**config.mk**
```make
export PLATFORM = sky130hd
export DESIGN_NAME = voltage_to_code_rss_window_top
export DESIGN_NICKNAME = d
export VERILOG_FILES = /design/src/hw/rtl/vtc_rss_pkg.sv /design/src/hw/rtl/vtc_rss_conv.sv /design/src/hw/rtl/vtc_rss_isqrt.sv /design/src/hw/rtl/vtc_rss_lane.sv /design/src/hw/rtl/voltage_to_code_rss_window_top.sv
export SDC_FILE = /design/constraint.sdc
export NUM_CORES = 2
export LEC_CHECK = 0
export ABC_AREA = 1
export BUFFER_PORTS_ARGS = -buffer_cell sky130_fd_sc_hd__buf_2
export CORE_MARGIN = 4
export CORE_UTILIZATION = 66
export DETAILED_ROUTE_END_ITERATION = 16
export PLACE_DENSITY_LB_ADDON = 0.08
export SYNTH_ARGS = -nofsm -noshare
export SYNTH_HDL_FRONTEND = slang
export SYNTH_SLANG_ARGS = --single-unit
```
**constraint.sdc**
```tcl
create_clock -name clk -period 12.5 [get_ports clk]
set_input_delay 1.875 -clock clk [delete_from_list [all_inputs] [get_ports clk]]
set_output_delay 1.875 -clock clk [all_outputs]
set_load 0.02 [all_outputs]
```
**src/hw/rtl/vtc_rss_pkg.sv**
```systemverilog
// shared types and constants for the voltage-to-code rss window block
// no dependencies; imported by every module of the block

package vtc_rss_pkg;

	// word layout on the stream ports
	localparam int VOLT_W     = 16;
	localparam int IN_DATA_W  = 32;
	localparam int OUT_CODE_W = 8;
	localparam int OUT_RSS_W  = 9;
	localparam int OUT_DATA_W = 40;

	// voltage format: 12 fraction bits, 5 V full scale
	localparam int FRAC_BITS      = 12;
	localparam int FULL_SCALE_RAW = 5 << FRAC_BITS;
	localparam int MAG_W          = VOLT_W + 1;
	localparam int SAT_MAG_W      = 15;

	// divide by 5 as multiply by ceil(2^21 / 5), exact below 699050
	localparam int DIV5_MUL   = 419431;
	localparam int DIV5_MUL_W = 19;
	localparam int DIV5_SHIFT = 21;

	// length of the conversion wait after accept; the first of the four
	// conversion stages loads at the accept edge
	localparam int CONV_LAT = 3;

	// which taps feed the sum of squares
	typedef enum logic [1:0] {
		WIN_MID,	// before, pending, current
		WIN_END,	// before, current, current
		WIN_ONE		// current on all three taps
	} win_sel_t;

	// update applied to the per-lane window history
	typedef enum logic [2:0] {
		UPD_NONE,
		UPD_SHIFT,	// before takes pending
		UPD_FIRST,	// before and pending take current
		UPD_PEND,	// pending takes current
		UPD_CLEAR	// history back to zero
	} upd_t;

	typedef struct packed {
		logic     load_cur;
		logic     start;
		win_sel_t sel;
		upd_t     upd;
	} lane_ctrl_t;

endpackage

```
**src/hw/rtl/vtc_rss_conv.sv**
```systemverilog
// voltage to clamped converter code, four register stages
// depends on vtc_rss_pkg

module vtc_rss_conv #(
	parameter int CODE_BITS = 8
) (
	input  logic                                   clk,
	input  logic signed [vtc_rss_pkg::VOLT_W-1:0]  volt,
	output logic        [CODE_BITS-1:0]            code
);
	import vtc_rss_pkg::*;

	localparam int PROD_W = SAT_MAG_W + CODE_BITS;
	localparam int T_W    = PROD_W - FRAC_BITS;
	localparam int LO_W   = T_W / 2;
	localparam int HI_W   = T_W - LO_W;
	localparam int FULL_W = T_W + DIV5_MUL_W;
	localparam int Q_W    = FULL_W - DIV5_SHIFT;

	logic [VOLT_W-1:0]          raw;
	logic [MAG_W-1:0]           mag_c;
	logic [SAT_MAG_W-1:0]       mag_s1;
	logic                       sat_s1, sat_s2, sat_s3;
	logic [PROD_W-1:0]          prod_c;
	logic [T_W-1:0]             t_s2;
	logic [HI_W+DIV5_MUL_W-1:0] hi_s3;
	logic [LO_W+DIV5_MUL_W-1:0] lo_s3;
	logic [FULL_W-1:0]          full_c;
	logic [Q_W-1:0]             q_c;

	// magnitude, with -32768 giving 32768
	assign raw   = volt;
	assign mag_c = raw[VOLT_W-1] ? MAG_W'(18'h10000 - {2'b00, raw}) : {1'b0, raw};

	// scale by code max, drop the fraction bits
	assign prod_c = mag_s1 * {CODE_BITS{1'b1}};

	// recombine partial products of the reciprocal multiply
	assign full_c = (FULL_W'(hi_s3) << LO_W) + FULL_W'(lo_s3);
	assign q_c    = full_c[FULL_W-1:DIV5_SHIFT];

	always_ff @(posedge clk) begin
		// s1: magnitude and saturation at full scale
		sat_s1 <= (mag_c >= MAG_W'(FULL_SCALE_RAW));
		mag_s1 <= mag_c[SAT_MAG_W-1:0];
		// s2: scaled value in whole volts times code max
		sat_s2 <= sat_s1;
		t_s2   <= prod_c[PROD_W-1:FRAC_BITS];
		// s3: divide by five, split into two partial products
		sat_s3 <= sat_s2;
		hi_s3  <= t_s2[T_W-1:LO_W] * DIV5_MUL_W'(DIV5_MUL);
		lo_s3  <= t_s2[LO_W-1:0] * DIV5_MUL_W'(DIV5_MUL);
		// s4: clamp
		code   <= sat_s3 ? {CODE_BITS{1'b1}} : q_c[CODE_BITS-1:0];
	end

endmodule

```
**src/hw/rtl/vtc_rss_isqrt.sv**
```systemverilog
// iterative floor square root, one root bit per cycle
// depends on vtc_rss_pkg

module vtc_rss_isqrt #(
	parameter int CODE_BITS = 8
) (
	input  logic                     clk,
	input  logic                     arst_n,
	input  logic                     start,
	input  logic [2*CODE_BITS+1:0]   radicand,
	output logic                     busy,
	output logic [CODE_BITS:0]       root
);
	import vtc_rss_pkg::*;

	localparam int RAD_W  = 2 * CODE_BITS + 2;
	localparam int ROOT_W = CODE_BITS + 1;
	localparam int REM_W  = ROOT_W + 1;
	localparam int CNT_W  = $clog2(ROOT_W + 1);

	logic [RAD_W-1:0]  rad_q;
	logic [REM_W-1:0]  rem_q;
	logic [ROOT_W-1:0] root_q;
	logic [CNT_W-1:0]  cnt_q;
	logic [REM_W+1:0]  rem_sh;
	logic [REM_W+1:0]  trial;
	logic              ge;

	// bring down two radicand bits and try root*4+1
	assign rem_sh = {rem_q, rad_q[RAD_W-1 -: 2]};
	assign trial  = (REM_W+2)'({root_q, 2'b01});
	assign ge     = (rem_sh >= trial);

	assign busy = (cnt_q != '0);
	assign root = root_q;

	always_ff @(posedge clk or negedge arst_n) begin
		if (!arst_n) begin
			cnt_q <= '0;
		end else if (start) begin
			cnt_q <= CNT_W'(ROOT_W);
		end else if (busy) begin
			cnt_q <= cnt_q - 1'b1;
		end
	end

	// datapath, no reset needed
	always_ff @(posedge clk) begin
		if (start) begin
			rad_q  <= radicand;
			rem_q  <= '0;
			root_q <= '0;
		end else if (busy) begin
			rad_q  <= rad_q << 2;
			rem_q  <= ge ? REM_W'(rem_sh - trial) : REM_W'(rem_sh);
			root_q <= {root_q[ROOT_W-2:0], ge};
		end
	end

endmodule

```
**src/hw/rtl/vtc_rss_lane.sv**
```systemverilog
// one channel lane: code conversion, three-tap window history, root unit
// depends on vtc_rss_pkg, vtc_rss_conv, vtc_rss_isqrt

module vtc_rss_lane #(
	parameter int CODE_BITS = 8
) (
	input  logic                                  clk,
	input  logic                                  arst_n,
	input  logic signed [vtc_rss_pkg::VOLT_W-1:0] volt,
	input  vtc_rss_pkg::lane_ctrl_t               ctrl,
	output logic                                  busy,
	output logic        [CODE_BITS-1:0]           center,
	output logic        [CODE_BITS:0]             rss
);
	import vtc_rss_pkg::*;

	localparam int RAD_W = 2 * CODE_BITS + 2;

	logic [CODE_BITS-1:0]   code;
	logic [CODE_BITS-1:0]   cur_q, pend_q, bef_q, ctr_q;
	logic [CODE_BITS-1:0]   tap_a, tap_b, tap_c;
	logic [2*CODE_BITS-1:0] sq_a, sq_b, sq_c;
	logic [RAD_W-1:0]       sum_c;

	vtc_rss_conv #(
		.CODE_BITS (CODE_BITS)
	) u_conv (
		.clk  (clk),
		.volt (volt),
		.code (code)
	);

	// tap selection for the window being started
	always_comb begin
		unique case (ctrl.sel)
			WIN_MID: begin
				tap_a = bef_q;
				tap_b = pend_q;
				tap_c = cur_q;
			end
			WIN_END: begin
				tap_a = bef_q;
				tap_b = cur_q;
				tap_c = cur_q;
			end
			WIN_ONE: begin
				tap_a = cur_q;
				tap_b = cur_q;
				tap_c = cur_q;
			end
			default: begin
				tap_a = cur_q;
				tap_b = cur_q;
				tap_c = cur_q;
			end
		endcase
	end

	// sum of squares feeding the root unit
	assign sq_a  = tap_a * tap_a;
	assign sq_b  = tap_b * tap_b;
	assign sq_c  = tap_c * tap_c;
	assign sum_c = RAD_W'(sq_a) + RAD_W'(sq_b) + RAD_W'(sq_c);

	vtc_rss_isqrt #(
		.CODE_BITS (CODE_BITS)
	) u_isqrt (
		.clk      (clk),
		.arst_n   (arst_n),
		.start    (ctrl.start),
		.radicand (sum_c),
		.busy     (busy),
		.root     (rss)
	);

	// window history
	always_ff @(posedge clk or negedge arst_n) begin
		if (!arst_n) begin
			bef_q  <= '0;
			pend_q <= '0;
		end else begin
			unique case (ctrl.upd)
				UPD_NONE: begin
				end
				UPD_SHIFT: begin
					bef_q <= pend_q;
				end
				UPD_FIRST: begin
					bef_q  <= cur_q;
					pend_q <= cur_q;
				end
				UPD_PEND: begin
					pend_q <= cur_q;
				end
				UPD_CLEAR: begin
					bef_q  <= '0;
					pend_q <= '0;
				end
				default: begin
				end
			endcase
		end
	end

	// current sample and the center tap of the running window
	always_ff @(posedge clk) begin
		if (ctrl.load_cur) begin
			cur_q <= code;
		end
		if (ctrl.start) begin
			ctr_q <= (ctrl.sel == WIN_MID) ? pend_q : cur_q;
		end
	end

	assign center = ctr_q;

endmodule

```
**src/hw/rtl/voltage_to_code_rss_window_top.sv**
```systemverilog
// top level of the voltage-to-code rss window block: sequencer, two lanes, output merge
// depends on vtc_rss_pkg and vtc_rss_lane

// Each input word carries an X and a Y voltage; both are turned into clamped codes and
// each sample leaves as a word with its codes and the floor root of the summed squares
// of its three-sample window, one word behind, so a word marked tlast releases two
// when a sample is held and one otherwise. The X and Y lanes run side by side. One
// word is worked on at a time: accept, code conversion, load and plan of the window,
// then the per-lane iterative root unit, which yields one root bit a cycle. A tlast
// word with a held sample runs the root unit twice. The output register lets the next
// word be accepted while a result still waits on m_axis_tready.

module voltage_to_code_rss_window_top #(
	parameter int CODE_BITS = 8
) (
	input  logic                                     clk,
	input  logic                                     arst_n,
	input  logic                                     s_axis_tvalid,
	output logic                                     s_axis_tready,
	// [15:0] volt_x, [31:16] volt_y
	input  logic [vtc_rss_pkg::IN_DATA_W-1:0]        s_axis_tdata,
	// end_of_run
	input  logic                                     s_axis_tlast,
	output logic                                     m_axis_tvalid,
	input  logic                                     m_axis_tready,
	// [7:0] code_x, [15:8] code_y, [24:16] rss_x, [33:25] rss_y, rest zero
	output logic [vtc_rss_pkg::OUT_DATA_W-1:0]       m_axis_tdata,
	// final_result
	output logic                                     m_axis_tlast
);
	import vtc_rss_pkg::*;

	localparam int CNT_W = $clog2(CONV_LAT);

	typedef enum logic [2:0] {
		ST_IDLE,
		ST_CONV,
		ST_LOAD,
		ST_PLAN,
		ST_SQRT
	} state_t;

	state_t                      state_q;
	logic [CNT_W-1:0]            cnt_q;
	logic                        pend_v_q, last_q, fin_q;
	logic                        out_valid_q, out_last_q;
	logic [OUT_CODE_W-1:0]       code_x_q, code_y_q;
	logic [OUT_RSS_W-1:0]        rss_x_q, rss_y_q;
	lane_ctrl_t                  ctrl;
	logic                        busy_x, busy_y;
	logic [CODE_BITS-1:0]        ctr_x, ctr_y;
	logic [CODE_BITS:0]          root_x, root_y;
	logic                        out_free, root_done, emit;
	logic [OUT_CODE_W+CODE_BITS-1:0] cx_ext, cy_ext;
	logic [OUT_RSS_W+CODE_BITS:0]    rx_ext, ry_ext;

	// lanes
	vtc_rss_lane #(
		.CODE_BITS (CODE_BITS)
	) u_lane_x (
		.clk    (clk),
		.arst_n (arst_n),
		.volt   (s_axis_tdata[VOLT_W-1:0]),
		.ctrl   (ctrl),
		.busy   (busy_x),
		.center (ctr_x),
		.rss    (root_x)
	);

	vtc_rss_lane #(
		.CODE_BITS (CODE_BITS)
	) u_lane_y (
		.clk    (clk),
		.arst_n (arst_n),
		.volt   (s_axis_tdata[2*VOLT_W-1:VOLT_W]),
		.ctrl   (ctrl),
		.busy   (busy_y),
		.center (ctr_y),
		.rss    (root_y)
	);

	assign out_free  = !out_valid_q || m_axis_tready;
	assign root_done = !busy_x;
	assign emit      = (state_q == ST_SQRT) && root_done && out_free;

	// fit lane results to the output field widths
	assign cx_ext = {{OUT_CODE_W{1'b0}}, ctr_x};
	assign cy_ext = {{OUT_CODE_W{1'b0}}, ctr_y};
	assign rx_ext = {{OUT_RSS_W{1'b0}}, root_x};
	assign ry_ext = {{OUT_RSS_W{1'b0}}, root_y};

	// lane control decoded from the sequencer state
	always_comb begin
		ctrl.load_cur = 1'b0;
		ctrl.start    = 1'b0;
		ctrl.sel      = WIN_MID;
		ctrl.upd      = UPD_NONE;
		unique case (state_q)
			ST_LOAD: begin
				ctrl.load_cur = 1'b1;
			end
			ST_PLAN: begin
				priority if (pend_v_q) begin
					ctrl.start = 1'b1;
					ctrl.sel   = WIN_MID;
					ctrl.upd   = UPD_SHIFT;
				end else if (last_q) begin
					ctrl.start = 1'b1;
					ctrl.sel   = WIN_ONE;
				end else begin
					ctrl.upd = UPD_FIRST;
				end
			end
			ST_SQRT: begin
				if (emit) begin
					priority if (fin_q) begin
						ctrl.upd = UPD_CLEAR;
					end else if (last_q) begin
						ctrl.start = 1'b1;
						ctrl.sel   = WIN_END;
					end else begin
						ctrl.upd = UPD_PEND;
					end
				end
			end
			default: begin
			end
		endcase
	end

	// sequencer and output register
	always_ff @(posedge clk or negedge arst_n) begin
		if (!arst_n) begin
			state_q     <= ST_IDLE;
			cnt_q       <= '0;
			pend_v_q    <= 1'b0;
			last_q      <= 1'b0;
			fin_q       <= 1'b0;
			out_valid_q <= 1'b0;
			out_last_q  <= 1'b0;
			code_x_q    <= '0;
			code_y_q    <= '0;
			rss_x_q     <= '0;
			rss_y_q     <= '0;
		end else begin
			if (out_valid_q && m_axis_tready && !emit) begin
				out_valid_q <= 1'b0;
			end
			unique case (state_q)
				ST_IDLE: begin
					if (s_axis_tvalid) begin
						last_q  <= s_axis_tlast;
						cnt_q   <= '0;
						state_q <= ST_CONV;
					end
				end
				ST_CONV: begin
					cnt_q <= cnt_q + 1'b1;
					if (cnt_q == CNT_W'(CONV_LAT - 1)) begin
						state_q <= ST_LOAD;
					end
				end
				ST_LOAD: begin
					state_q <= ST_PLAN;
				end
				ST_PLAN: begin
					priority if (pend_v_q) begin
						fin_q   <= 1'b0;
						state_q <= ST_SQRT;
					end else if (last_q) begin
						fin_q   <= 1'b1;
						state_q <= ST_SQRT;
					end else begin
						pend_v_q <= 1'b1;
						state_q  <= ST_IDLE;
					end
				end
				ST_SQRT: begin
					if (emit) begin
						out_valid_q <= 1'b1;
						out_last_q  <= fin_q;
						code_x_q    <= cx_ext[OUT_CODE_W-1:0];
						code_y_q    <= cy_ext[OUT_CODE_W-1:0];
						rss_x_q     <= rx_ext[OUT_RSS_W-1:0];
						rss_y_q     <= ry_ext[OUT_RSS_W-1:0];
						priority if (fin_q) begin
							pend_v_q <= 1'b0;
							state_q  <= ST_IDLE;
						end else if (last_q) begin
							fin_q <= 1'b1;
						end else begin
							state_q <= ST_IDLE;
						end
					end
				end
				default: begin
					state_q <= ST_IDLE;
				end
			endcase
		end
	end

	assign s_axis_tready = (state_q == ST_IDLE);
	assign m_axis_tvalid = out_valid_q;
	assign m_axis_tlast  = out_last_q;
	assign m_axis_tdata  = {(OUT_DATA_W - 2*OUT_CODE_W - 2*OUT_RSS_W)'(0),
		rss_y_q, rss_x_q, code_y_q, code_x_q};

	// both lanes step their root units in lockstep
	a_lanes_lockstep: assert property (@(posedge clk) disable iff (!arst_n)
		busy_x == busy_y)
		else $error("root units of the two lanes out of step");

	// no word is taken while a root is still being worked out
	a_idle_when_ready: assert property (@(posedge clk) disable iff (!arst_n)
		s_axis_tready |-> !busy_x)
		else $error("input accepted while the root unit is busy");

	// the final result of a run leaves the window empty
	a_final_empties: assert property (@(posedge clk) disable iff (!arst_n)
		(emit && fin_q) |=> (!pend_v_q && state_q == ST_IDLE && m_axis_tvalid && m_axis_tlast))
		else $error("window not emptied after the final result");

	// a first sample that is not the last is held for its neighbor
	a_first_held: assert property (@(posedge clk) disable iff (!arst_n)
		(state_q == ST_PLAN && !pend_v_q && !last_q) |=> pend_v_q)
		else $error("first sample of a run not held");

endmodule
```
==> results_dict.tcl <==
set metrics [dict create \
    critPathSlowestCell "fa_1" \
    cts-root-buf "clkbuf_16" \
    cts_resized 0 \
    status "finished, final reports clean" \
    pre_cts_slack_ps 1834 \
    fin_worst_skew_ps 23.80 \
    h-tree-depth 2 \
    die_h_um 246.3 \
    drt_first_iter_violations 1514 \
    timing.critical_path.mode_cell "fa_1" \
    io_pins 80 \
    most-common-layout-cells "nand2_1, inv_1, ha_1, fa_1, nor2_1" \
    synth-seq-cells 350 \
    rows 87 \
    first_pass_iters 6 \
    fin_cells 5583 \
    setup_ws_ps 2365 \
    postCtsHoldBufs 0 \
    cap_violations 0 \
    finalHoldViolations 0 \
    fin_crit_sh 0.8108 \
    fin_nets 5665 \
    clkTransAtPathRegs_ps 70 \
    avgSynthCellArea_um2 7.894 \
    io_buffers 73 \
    yosys-top-cells-area "fa_1, ha_1, nand2_1, dfxtp_1, inv_1" \
    netlist_area_um2 37490 \
    diodes 0 \
    fmax_mhz 98.67 \
    start_kind "input pin" \
    grt_max_degree 74 \
    ant_nets 0 \
    yosysSeqAreaShare 0.2163 \
    criticalPathCategory "in -> reg" \
    setup_viol 0 \
    final_common_cell "nand2_1" \
    worst-path-max-fanout 32 \
    viasPerCell 5.311 \
    synth_cell_types 50 \
    worstMarginPinSlew_ps 1086 \
    start_util 0.6661 \
    core_um2 56280 \
    cts_buffers 41 \
    fin_crit_ps 10130 \
    crit-reg2reg-launch "state_q[2]" \
    reg2regPathDepth 35 \
    antenna_found_initial 1 \
    slew-limit-headroom 0.2754 \
    drv_slew 0 \
    crit_start "m_axis_tready" \
    grt_pass1_vias 29900 \
    cts_setup_buffers 0 \
    die_w_um 246.3 \
    critPathCapture "u_lane_y.u_isqrt.rad_q[15]" \
    hold_path.class "reg -> reg" \
    die_area_um2 60680 \
    routed_wl_mm 81.45 \
    yosysTopAreaCellShare 0.2093 \
    area_growth_pct 6.425 \
    cts_tree "built" \
    worstSkewPairLatency_ps 570 \
    routabilityCongestion 0.9957 \
    grt_pass1_wl_mm 139.7 \
    grt_usage 0.2778 \
    endpoint_kind "flop" \
    drt-wirelength-per-cell_um 14.59 \
    rrSetupSlack_ps 2770 \
    placed_cells 5508 \
    crit_required_ps 12830 \
    yosysWarnings 0 \
    synth_top_cell_by_area "fa_1" \
    vias 29650 \
    setup_tns_ps 0 \
    drc_errors 0 \
    regToRegEndpoint "u_lane_y.u_isqrt.rad_q[15]" \
    arrival_ps 10470 \
    syn_inst 4749 \
    drive_gt1_frac 0.05096 \
    grt_setup_unrepaired "no" \
    clk_path_buf_depth 3 \
    cts_sinks 350 \
    utilization 0.7089 \
    cp_slowest_stage_delay_ps 550 \
    place_hpwl_mm 66.81 \
    grt_overflow 0 \
]
area by class of cell:
type / instances / area, um^2
fill: 4640 / 16380
timing repair buffer: 79 / 412.9
clock inverter: 20 / 275.3
clock buffer: 55 / 1201
multi-input combinational: 3277 / 25020
tap: 756 / 945.9
inverter: 1046 / 3939
sequential: 350 / 8108
state kept, by name, summed over array words and instances (netlist names), 11 cells and up:
register	flops
u_lane_x.u_conv.hi_s3	24
u_lane_y.u_conv.hi_s3	24
u_lane_x.u_conv.lo_s3	19
u_lane_y.u_conv.lo_s3	19
u_lane_x.u_isqrt.rad_q	18
u_lane_y.u_isqrt.rad_q	18
u_lane_x.u_conv.mag_s1	15
u_lane_y.u_conv.mag_s1	15
u_lane_x.u_conv.t_s2	11
u_lane_y.u_conv.t_s2	11
worst max-delay path: cells and delay by family:
| kind | cells | cell delay [ps] |
|---|---|---|
| xor+xnor | 1 | 170 |
| simple gates | 13 | 1800 |
| compound gates | 3 | 730 |
| fa+ha+maj | 12 | 5570 |
| buf+inv | 6 | 300 |
metal layers:
metal  wire length [um]  global-route usage  up-vias
li1                   -                   -    14790
met1              34940              0.3525    14020
met2              40200              0.4986      676
met4               2857             0.09261        2
met5                 11                   0        -
met3               3447             0.02830      162
logic make-up after synthesis:
family / synth area share
buffers and inverters: 0.1169
flip-flops: 0.2163
multiplexers: 0.0005340
other: 0.0001000
AO/OA/AOI/OAI: 0.06785
AND/OR/NAND/NOR: 0.2056
XOR/XNOR: 0.03621
adder cells (fa/ha/maj): 0.3565
per-stage QoR:
stage	hold WS, ps	area, um^2
floorplan	309.6	37510
global placement	311.9	38420
detailed placement	315.0	38420
CTS	328.5	39900
global route	340.5	39900
finish	325.8	39900
synth_stat cells, drive strengths merged:
cell / instances
o31ai: 6
a31oi: 23
xor2: 104
a21o: 10
edfxtp: 68
o21ai: 159
dfrtp: 84
o21a: 11
and2: 5
nand3b: 21
a31o: 1
nor3: 35
nand3: 245
inv: 1046
ha: 441
nor4: 4
o21bai: 17
dfxtp: 198
nand2: 1099
and3: 1
o211ai: 5
fa: 392
conb: 1
mux2i: 2
nand4: 63
a21oi: 181
o22ai: 22
a21boi: 8
clkbuf: 33
xnor2: 51
buf: 48
or2: 10
nor2: 355
worst min-delay path by stage:
stage,endpoint,slack (ps),start,depth (start not counted)
6_report,u_lane_x.u_conv.sat_s3,330,u_lane_x.u_conv.sat_s2,0
5_1_grt,u_lane_x.u_conv.sat_s3,340,u_lane_x.u_conv.sat_s2,0
4_1_cts,u_lane_x.u_conv.sat_s3,330,u_lane_x.u_conv.sat_s2,0
3_5_place_dp,u_lane_x.u_conv.sat_s3,310,u_lane_x.u_conv.sat_s2,0
3_3_place_gp,u_lane_y.u_conv.sat_s3,310,u_lane_y.u_conv.sat_s2,0
2_1_floorplan,u_lane_x.u_conv.sat_s2,310,u_lane_x.u_conv.sat_s1,0
Power is not shown: default switching activity piles up to over one toggle a cycle in this logic, so the estimate is an artifact.
